**src/hdl/cksw_pkg.sv**
```systemverilog
// Shared types and constants for the color-key sprite writer
package cksw_pkg;

    localparam int MAX_SIDE_DEF = 512;
    localparam int CFG_IDX_W    = 3;
    localparam int CFG_DATA_W   = 16;
    localparam int COORD_W      = 10;
    localparam int PIX_W        = 16;
    localparam int ADDR_W       = 16;
    localparam int QUEUE_DEPTH  = 2;

    localparam logic [7:0] CMD_COLUMN = 8'h2A;
    localparam logic [7:0] CMD_PAGE   = 8'h2B;
    localparam logic [7:0] CMD_WRITE  = 8'h2C;

    localparam logic [COORD_W-1:0] RST_WIDTH  = 10'd16;
    localparam logic [COORD_W-1:0] RST_HEIGHT = 10'd16;
    localparam logic [PIX_W-1:0]   RST_KEY    = 16'hF81F;

    typedef enum logic [CFG_IDX_W-1:0] {
        REG_ORIGIN_X      = 3'd0,
        REG_ORIGIN_Y      = 3'd1,
        REG_SPRITE_WIDTH  = 3'd2,
        REG_SPRITE_HEIGHT = 3'd3,
        REG_MIRROR        = 3'd4,
        REG_KEY_COLOR     = 3'd5
    } t_reg_idx;

    typedef enum logic [3:0] {
        B_CMD_COL  = 4'd0,
        B_XH0      = 4'd1,
        B_XL0      = 4'd2,
        B_XH1      = 4'd3,
        B_XL1      = 4'd4,
        B_CMD_PAGE = 4'd5,
        B_YH0      = 4'd6,
        B_YL0      = 4'd7,
        B_YH1      = 4'd8,
        B_YL1      = 4'd9,
        B_CMD_WR0  = 4'd10,
        B_CMD_WR1  = 4'd11,
        B_PH       = 4'd12,
        B_PL       = 4'd13
    } t_beat;

    // One opaque pixel, already placed on the screen
    typedef struct packed {
        logic [ADDR_W-1:0] x;
        logic [ADDR_W-1:0] y;
        logic [PIX_W-1:0]  pix;
    } t_entry;

endpackage

```
**src/hdl/cksw_front.sv**
```systemverilog
// Front end: config registers, sprite counters, key test and screen placement
module cksw_front
    import cksw_pkg::*;
#(
    parameter int MAX_SIDE = MAX_SIDE_DEF
) (
    input  logic                  i_clk,
    input  logic                  i_rst_n,
    input  logic                  i_cfg_we,
    input  logic [CFG_IDX_W-1:0]  i_cfg_index,
    input  logic [CFG_DATA_W-1:0] i_cfg_data,
    input  logic                  i_accept,
    input  logic [PIX_W-1:0]      i_pixel,
    output logic                  o_q_push,
    output t_entry                o_q_entry
);
    localparam int CW  = (MAX_SIDE > 1) ? $clog2(MAX_SIDE) : 1;
    localparam int SWR = $clog2(MAX_SIDE + 1) + 1;
    localparam int SW  = (SWR > COORD_W) ? SWR : COORD_W;

    logic [COORD_W-1:0] r_origin_x, r_origin_y, r_width, r_height;
    logic               r_mirror;
    logic [PIX_W-1:0]   r_key;
    logic [CW-1:0]      r_col, n_col, r_row, n_row;

    logic [SW-1:0]      w_eff, h_eff, w_ext, h_ext, col_inc, row_inc;
    logic [ADDR_W-1:0]  x, y;
    logic               clear;

    always_comb begin
        w_ext = SW'(r_width);
        h_ext = SW'(r_height);
        if (w_ext == '0)
            w_eff = SW'(1);
        else if (w_ext > SW'(MAX_SIDE))
            w_eff = SW'(MAX_SIDE);
        else
            w_eff = w_ext;
        if (h_ext == '0)
            h_eff = SW'(1);
        else if (h_ext > SW'(MAX_SIDE))
            h_eff = SW'(MAX_SIDE);
        else
            h_eff = h_ext;
    end

    always_comb begin
        col_inc = SW'(r_col) + SW'(1);
        row_inc = SW'(r_row) + SW'(1);
        n_col   = r_col;
        n_row   = r_row;
        if (i_accept) begin
            if (col_inc >= w_eff) begin
                n_col = '0;
                n_row = (row_inc >= h_eff) ? '0 : CW'(row_inc);
            end else begin
                n_col = CW'(col_inc);
            end
        end
    end

    always_comb begin
        if (r_mirror)
            x = ADDR_W'(r_origin_x) + ADDR_W'(w_eff) - ADDR_W'(1) - ADDR_W'(r_col);
        else
            x = ADDR_W'(r_origin_x) + ADDR_W'(r_col);
        y = ADDR_W'(r_origin_y) + ADDR_W'(r_row);
    end

    assign o_q_push      = i_accept && (i_pixel != r_key);
    assign o_q_entry.x   = x;
    assign o_q_entry.y   = y;
    assign o_q_entry.pix = i_pixel;

    // Any geometry write starts a new sprite
    always_comb begin
        clear = 1'b0;
        if (i_cfg_we) begin
            unique case (t_reg_idx'(i_cfg_index))
                REG_ORIGIN_X, REG_ORIGIN_Y, REG_SPRITE_WIDTH,
                REG_SPRITE_HEIGHT, REG_MIRROR: clear = 1'b1;
                default: clear = 1'b0;
            endcase
        end
    end

    always_ff @(posedge i_clk) begin
        if (!i_rst_n) begin
            r_origin_x <= '0;
            r_origin_y <= '0;
            r_width    <= RST_WIDTH;
            r_height   <= RST_HEIGHT;
            r_mirror   <= 1'b0;
            r_key      <= RST_KEY;
            r_col      <= '0;
            r_row      <= '0;
        end else begin
            if (i_cfg_we) begin
                unique case (t_reg_idx'(i_cfg_index))
                    REG_ORIGIN_X:      r_origin_x <= i_cfg_data[COORD_W-1:0];
                    REG_ORIGIN_Y:      r_origin_y <= i_cfg_data[COORD_W-1:0];
                    REG_SPRITE_WIDTH:  r_width    <= i_cfg_data[COORD_W-1:0];
                    REG_SPRITE_HEIGHT: r_height   <= i_cfg_data[COORD_W-1:0];
                    REG_MIRROR:        r_mirror   <= i_cfg_data[0];
                    REG_KEY_COLOR:     r_key      <= i_cfg_data[PIX_W-1:0];
                    default: ;
                endcase
            end
            if (clear) begin
                r_col <= '0;
                r_row <= '0;
            end else begin
                r_col <= n_col;
                r_row <= n_row;
            end
        end
    end

endmodule

```
**src/hdl/cksw_queue.sv**
```systemverilog
// Short queue of placed pixels between front and back end
module cksw_queue
    import cksw_pkg::*;
(
    input  logic   i_clk,
    input  logic   i_rst_n,
    input  logic   i_push,
    input  t_entry i_entry,
    input  logic   i_pop,
    output logic   o_full,
    output logic   o_not_empty,
    output t_entry o_entry
);
    localparam int AW = (QUEUE_DEPTH > 1) ? $clog2(QUEUE_DEPTH) : 1;
    localparam int NW = $clog2(QUEUE_DEPTH + 1);

    t_entry        r_mem [QUEUE_DEPTH];
    logic [AW-1:0] r_wr, r_rd;
    logic [NW-1:0] r_cnt;
    logic          do_push, do_pop;

    assign o_full      = (r_cnt == NW'(QUEUE_DEPTH));
    assign o_not_empty = (r_cnt != '0);
    assign o_entry     = r_mem[r_rd];
    assign do_push     = i_push && !o_full;
    assign do_pop      = i_pop && o_not_empty;

    always_ff @(posedge i_clk) begin
        if (do_push)
            r_mem[r_wr] <= i_entry;
    end

    always_ff @(posedge i_clk) begin
        if (!i_rst_n) begin
            r_wr  <= '0;
            r_rd  <= '0;
            r_cnt <= '0;
        end else begin
            if (do_push)
                r_wr <= (r_wr == AW'(QUEUE_DEPTH - 1)) ? '0 : r_wr + AW'(1);
            if (do_pop)
                r_rd <= (r_rd == AW'(QUEUE_DEPTH - 1)) ? '0 : r_rd + AW'(1);
            case ({do_push, do_pop})
                2'b10:   r_cnt <= r_cnt + NW'(1);
                2'b01:   r_cnt <= r_cnt - NW'(1);
                default: r_cnt <= r_cnt;
            endcase
        end
    end

endmodule

```
**src/hdl/cksw_back.sv**
```systemverilog
// Back end: walks one placed pixel through its fourteen bus beats
module cksw_back
    import cksw_pkg::*;
(
    input  logic       i_clk,
    input  logic       i_rst_n,
    input  logic       i_q_not_empty,
    input  t_entry     i_q_entry,
    output logic       o_q_pop,
    input  logic       i_pop,
    output logic       o_empty,
    output logic [7:0] o_bus_byte,
    output logic       o_is_data,
    output logic       o_last
);
    t_entry r_cur;
    logic   r_busy;
    t_beat  r_beat;
    logic   done, load;

    assign done    = r_busy && i_pop && (r_beat == B_PL);
    // Refill on the same edge the final beat leaves
    assign load    = i_q_not_empty && (!r_busy || done);
    assign o_q_pop = load;
    assign o_empty = !r_busy;
    assign o_last  = (r_beat == B_PL);

    always_comb begin
        o_bus_byte = CMD_WRITE;
        o_is_data  = 1'b1;
        unique case (r_beat)
            B_CMD_COL: begin
                o_bus_byte = CMD_COLUMN;
                o_is_data  = 1'b0;
            end
            B_XH0, B_XH1: o_bus_byte = r_cur.x[15:8];
            B_XL0, B_XL1: o_bus_byte = r_cur.x[7:0];
            B_CMD_PAGE: begin
                o_bus_byte = CMD_PAGE;
                o_is_data  = 1'b0;
            end
            B_YH0, B_YH1: o_bus_byte = r_cur.y[15:8];
            B_YL0, B_YL1: o_bus_byte = r_cur.y[7:0];
            B_CMD_WR0, B_CMD_WR1: begin
                o_bus_byte = CMD_WRITE;
                o_is_data  = 1'b0;
            end
            B_PH: o_bus_byte = r_cur.pix[15:8];
            B_PL: o_bus_byte = r_cur.pix[7:0];
            default: begin
                o_bus_byte = CMD_WRITE;
                o_is_data  = 1'b0;
            end
        endcase
    end

    always_ff @(posedge i_clk) begin
        if (load)
            r_cur <= i_q_entry;
    end

    always_ff @(posedge i_clk) begin
        if (!i_rst_n) begin
            r_busy <= 1'b0;
            r_beat <= B_CMD_COL;
        end else if (load) begin
            r_busy <= 1'b1;
            r_beat <= B_CMD_COL;
        end else if (done) begin
            r_busy <= 1'b0;
            r_beat <= B_CMD_COL;
        end else if (r_busy && i_pop) begin
            r_beat <= t_beat'(r_beat + 4'd1);
        end
    end

endmodule

```
**src/hdl/color_key_sprite_writer_unit.sv**
```systemverilog
// An accepted opaque pixel enters the queue; the back end loads it when idle or on its
// final beat, then sends one bus beat per cycle while pop is high, fourteen per pixel,
// and the two-entry queue lets the front take pixels while the back end drains.
// Transparent pixels are taken at one per cycle while the queue has room.
// Reset (synchronous, low): registers to defaults, counters and queue cleared.
module color_key_sprite_writer_unit
    import cksw_pkg::*;
#(
    parameter int MAX_SIDE = MAX_SIDE_DEF
) (
    input  logic                  i_clk,
    input  logic                  i_rst_n,
    input  logic                  i_cfg_we,
    input  logic [CFG_IDX_W-1:0]  i_cfg_index,
    input  logic [CFG_DATA_W-1:0] i_cfg_data,
    input  logic                  push,
    output logic                  full,
    input  logic [PIX_W-1:0]      i_pixel,
    output logic                  empty,
    input  logic                  pop,
    output logic [7:0]            o_bus_byte,
    output logic                  o_is_data,
    output logic                  o_last
);
    t_entry f_entry, q_entry;
    logic   f_push, q_full, q_not_empty, q_pop, accept;

    assign full   = q_full;
    assign accept = push && !q_full;

    cksw_front #(.MAX_SIDE(MAX_SIDE)) u_front (
        .i_clk       (i_clk),
        .i_rst_n     (i_rst_n),
        .i_cfg_we    (i_cfg_we),
        .i_cfg_index (i_cfg_index),
        .i_cfg_data  (i_cfg_data),
        .i_accept    (accept),
        .i_pixel     (i_pixel),
        .o_q_push    (f_push),
        .o_q_entry   (f_entry)
    );

    cksw_queue u_queue (
        .i_clk       (i_clk),
        .i_rst_n     (i_rst_n),
        .i_push      (f_push),
        .i_entry     (f_entry),
        .i_pop       (q_pop),
        .o_full      (q_full),
        .o_not_empty (q_not_empty),
        .o_entry     (q_entry)
    );

    cksw_back u_back (
        .i_clk         (i_clk),
        .i_rst_n       (i_rst_n),
        .i_q_not_empty (q_not_empty),
        .i_q_entry     (q_entry),
        .o_q_pop       (q_pop),
        .i_pop         (pop),
        .o_empty       (empty),
        .o_bus_byte    (o_bus_byte),
        .o_is_data     (o_is_data),
        .o_last        (o_last)
    );

endmodule

```
**config.mk**
```make
export PLATFORM = sky130hd
export DESIGN_NAME = color_key_sprite_writer_unit
export DESIGN_NICKNAME = d
export VERILOG_FILES = /design/src/hdl/cksw_pkg.sv /design/src/hdl/cksw_front.sv /design/src/hdl/cksw_queue.sv /design/src/hdl/cksw_back.sv /design/src/hdl/color_key_sprite_writer_unit.sv
export SDC_FILE = /design/constraint.sdc
export NUM_CORES = 1
export LEC_CHECK = 0
export ABC_AREA = 1
export BUFFER_PORTS_ARGS = -buffer_cell sky130_fd_sc_hd__buf_2
export CELL_PAD_IN_SITES_DETAIL_PLACEMENT = 0
export CELL_PAD_IN_SITES_GLOBAL_PLACEMENT = 1
export CORE_ASPECT_RATIO = 1.25
export CORE_MARGIN = 2
export CORE_UTILIZATION = 30
export DETAILED_ROUTE_END_ITERATION = 8
export GPL_ROUTABILITY_DRIVEN = 0
export PLACE_DENSITY = 0.64
export SYNTH_ARGS = -nofsm -noshare
export SYNTH_HDL_FRONTEND = slang
export SYNTH_SLANG_ARGS = --single-unit
```
**constraint.sdc**
```tcl
create_clock -name i_clk -period 5.8 [get_ports i_clk]
set_input_delay 1.74 -clock i_clk [delete_from_list [all_inputs] [get_ports i_clk]]
set_output_delay 1.74 -clock i_clk [all_outputs]
set_load 0.02 [all_outputs]
```
== After elaboration in Yosys (flattened, before gate mapping) ==
Memories as Yosys holds them, arrays and structs flattened. A register that Yosys moved wholly into a read port is not among the register bits.
Index checks and enable logic that the tools add are counted.
Word-level totals
  register bits after elaboration: 100
  memory bits (writable): 86
  output and inout bits: 12
  logic and storage cells: 102
  memories kept: 1
Cells by class
  $add $sub $neg: 12
  magnitude comparators: 4
  eq/ne operators: 20
  mux-type cells: 18
  bitwise logic cells: 1
  reductions and logical operators: 32
Memory list
  u_queue.r_mem: depth 2, bits a word 43, rd ports 1, clocked after memory_dff 1, wr ports 1, RTL line cksw_queue.sv:17  | t_entry r_mem [QUEUE_DEPTH];
Operators with widths (count)
  $pmux W8 S8: 1
  $add A10 B9 Y11: 2
  $ge A11 B11 Y1: 2
  $mux W11: 2
  $add A9 B1 Y10 const B: 2
  $gt A10 B10 Y1 const B: 2
  $logic_not A10 Y1: 2
  $mux W10: 2
  $mux W9: 2
  $eq A4 B3 Y1 const B: 4
  $eq A4 B4 Y1 const B: 4
  $mux W16: 1
  $ne A16 B16 Y1: 1
  $sub A16 B1 Y16 const B: 1
  $sub A16 B9 Y16: 1
  $reduce_and A2 Y1: 7
  $add A10 B11 Y12: 1
  $reduce_or A10 Y1: 1
  $reduce_or A2 Y1: 5
  $mux W1: 9
  $eq A4 B2 Y1 const B: 2
  $logic_and A1 B1 Y1: 7
  $eq A3 B2 Y1 const B: 2
  $eq A3 B3 Y1 const B: 2
  other kinds (17): 22

== Longest topological paths before layout ==
  word-level depth: 7
  gate-level depth with buffers: 24

== By module ==
A second synthesis with hierarchy kept.
Second synthesis, totals
  cells, all modules: 1352
  area, all modules: 12278.0 um^2
Modules (own cells, without submodules)
  cksw_front: instances 1, cells each 964, area each 6197.2 um^2
  cksw_queue: instances 1, cells each 187, area each 3784.9 um^2
  cksw_back: instances 1, cells each 199, area each 2285.9 um^2
  color_key_sprite_writer_unit: instances 1, cells each 2, area each 10.0 um^2

== Least setup slack after synthesis ==
No wires, ideal clock.
  path kind: input to register
  start: input i_pixel[7]
  end: memory u_queue.r_mem[0][0] (netlist name) (enable)
  library setup time: 443 ps
  arrival: 3972 ps
  data required time: 5357 ps
  setup slack: 1385 ps
  cell stages on the path: 7
  cells stage by stage: xor2_1 > nor3_1 > nand2_1 > nor2_1 > nand2_1 > nand2_1 > nor2_1
Between the ends
  cells in the longest elaborated chain, start to end: 5
RTL lines
  from (decl): RTL line color_key_sprite_writer_unit.sv:18  | input logic [PIX_W-1:0] i_pixel,
  $ne A16 B16 Y1: RTL line cksw_front.sv:70  | assign o_q_push = i_accept && (i_pixel != r_key);
  $logic_and A1 B1 Y1: RTL line cksw_front.sv:70
  $logic_and A1 B1 Y1: RTL line cksw_queue.sv:25  | assign do_push = i_push && !o_full;
  $mux W1: RTL line cksw_queue.sv:29  | if (do_push)
  $mux W1 (not written as such): RTL line cksw_queue.sv:30  | r_mem[r_wr] <= i_entry;
  to (decl): RTL line cksw_queue.sv:17
Every way passes these cells.

== Worst setup path in the final report ==
  start: register u_back.r_beat[1]
  end: output o_bus_byte[6]
Between the ends
  cells in the longest elaborated chain, start to end: 3
  elaborated cells between the ends (all ways): 17
  those cells by class: 11 x eq/ne; 1 x mux; 5 x reduce/logical
RTL lines
  from (decl): RTL line cksw_back.sv:18  | t_beat r_beat;
  from (signal assigned): RTL line cksw_back.sv:73  | r_beat <= t_beat'(r_beat + 4'd1);
  $eq A4 B3 Y1, or another cell as far along: RTL line cksw_back.sv:31  | unique case (r_beat)
  $reduce_or A2 Y1: RTL line cksw_back.sv:31
  $pmux W8 S8 *: RTL line cksw_back.sv:31
  to (decl): RTL line color_key_sprite_writer_unit.sv:21  | output logic [7:0] o_bus_byte,
Mark *: on every way between the ends. The rest lies on a longest branch, timed or not.

==> impl_metrics.toml <==
[outcome]
status = "completed"

[finish]
layout_common_cells = "345 x nand2_1, 161 x nor2_1, 139 x inv_1, 129 x edfxtp_1, 84 x dfxtp_1"
final_common_cell = "nand2_1"
postLayoutCellArea_mm2 = 0.0127
final-instance-count-excl-fill = 1855
final_core_util = 0.349
ff_latch_area_mm2 = 0.00556
multiInputGateArea_mm2 = 0.00485
nNetsFinal = 1463
fill_cells = 3851
area.growth.synth_to_final_pct = 14.5
drive_above_1_share = 0.0881

[floorplan]
fp.coreArea_mm2 = 0.0363
io_pins = 52
dieArea_mm2 = 0.0384
row_count = 78
die_y_um = 219
die_w_um = 176
start_util = 0.305

[timing]
hold_ws_ps = 468
tns_ps = 0
timing.clock.skew_ps = 19.2
setup_slack_ps = 1650
rsz0062_at_grt = "no"
drv_slew = 0
fmax_mhz = 241
setup_viol = 0
tightest_slew_ps = 996
slew_headroom = 0.336
final_hold_viol_count = 0
fin_crit_sh = 0.716
fin_crit_ps = 4150

[placed_design]
io_buffers = 51
placed_area_mm2 = 0.0119
hpwl_um = 21200
place_ws_ps = 1940
placed_cells = 1808

[grt]
antenna_found_initial = 0
grt_max_degree = 54
grtUsageTotal = 0.150
grt_overflow = 0
grt_pass1_wl_um = 45600
grt_pass1_vias = 8423

[synthesis]
synth_top_family_by_area = "simple AND/OR/NAND/NOR gates"
synth-compound-area-share = 0.0984
synth-simple-area-share = 0.230
synth_area_per_cell_um2 = 8.50
synth_area_mm2 = 0.0111
synth_cells = 1301
synthMuxAreaShare = 0.000905
synth.yosys.warnings = 0
syn_nets = 1409
synth_edf_count = 129
synth-xor-area-share = 0.0277
synthArstFlopShare = 0
synth.distinct_cells = 47
ys_ff_latch = 213
yosys.area_share.adder = 0.0796
ys.flop_type = "edfxtp_1"
ys_seq_area_frac = 0.502

[route]
via_per_inst = 4.60
dr.first_iter.drc_count = 447
drt_first_pass_iters = 5
detail-route-antenna-nets = 0
route.detailed.drc = 0
finalWirelength_um = 28300
dr_total_vias = 8530
wl_per_cell_um = 15.3

[cts]
cts_buffers = 25
cts.clk_slew.worst_paths_ps = 60
cts_resized = 0
postCtsHoldBufs = 0
root_buffer = "clkbuf_16"
cts.sinks = 213
cts_tree = "built"
clockBufferDepth = 3
post_cts_buffers = 0
h-tree-depth = 1
clkLatencyLatePin_ps = 520

[worst_setup_path]
critPathMaxFanout = 9
required_ps = 4060
critPathArrivalTime_ps = 2410
worstSetupPathType = "reg -> out"
crit_path_end_kind = "output port"
start_kind = "flip-flop"

[worst_hold_path]
hp-class = "reg -> reg"

[power_and_ir_drop]
ir_drop_uv = 189
power_density_mw_per_mm2 = 351
p_leak_nw = 5.63
power.total_mw = 4.45

[job]
maxCapViolCount = 0
[power by group]
group	leakage [nW]	internal, mW	switching [mW]
registers	1.91	1.99	0.105
logic	3.32	0.224	0.586
clock network	0.391	0.929	0.616
total	5.63	3.14	1.31
[critical path: stages (launching register included)]
cell	delay (ps)
dfxtp_1	410
inv_1	90
ha_1	240
o21ai_0	230
inv_2	120
a22oi_1	440
nand3_1	170
buf_2	200
[path summary, 6_finish.rpt]
path	slack (ps)	start	depth (start not counted)	to
max	1650	u_back.r_beat[1]	7	o_bus_byte[6]
min reg2reg	470	u_queue.r_cnt[1]	1	u_queue.r_cnt[1]
min	470	u_queue.r_cnt[1]	1	u_queue.r_cnt[1]
max reg2reg	2040	u_front.r_width[2]	23	u_queue.r_mem[1][37]
[kinds of logic after synthesis]
group / Yosys count
AND/OR/NAND/NOR: 615
flip-flops: 213
AO/OA/AOI/OAI: 194
buffers and inverters: 175
adder cells (fa/ha/maj): 68
XOR/XNOR: 35
multiplexers: 1
[cells in the mapped netlist (all sizes together) (10+ instances only)]
cell / instances / area share
a21oi: 76 / 0.035
clkbuf: 24 / 0.0084
dfxtp: 84 / 0.15
edfxtp: 129 / 0.35
ha: 64 / 0.072
inv: 142 / 0.048
nand2: 349 / 0.12
nand3: 67 / 0.032
nand4: 17 / 0.011
nor2: 163 / 0.056
nor3: 10 / 0.0066
o21ai: 80 / 0.038
xnor2: 19 / 0.015
xor2: 16 / 0.013
[flip-flops by register name, indices dropped and copies added (netlist names)]
| signal | count |
|---|---|
| u_queue.r_cnt | 2 |
| u_queue.r_rd | 1 |
| u_front.r_origin_x | 10 |
| u_front.r_mirror | 1 |
| u_back.r_cur | 43 |
| u_front.r_col | 9 |
| u_front.r_key | 16 |
| u_front.r_row | 9 |
| u_queue.r_wr | 1 |
| u_front.r_width | 10 |
| u_front.r_origin_y | 10 |
| u_back.r_beat | 4 |
| u_queue.r_mem | 86 |
| u_front.r_height | 10 |
| u_back.r_busy | 1 |
[cell type report]
type,instances,area share
diodes,1,0.000198
inverters,144,0.0427
repair buffers,58,0.0243
multi-input cells,913,0.383
clock inverters,16,0.0134
flip-flops and latches,213,0.438
well taps,480,0.0474
clock buffers,30,0.0509
[metal layers]
layer | track usage | wire length (um)
met5 | 0 | 0
met4 | 0.0402 | 629
met3 | 0.0184 | 1060
met2 | 0.259 | 13300
met1 | 0.198 | 13300
Note: power is estimated with default switching activity, not from simulation.
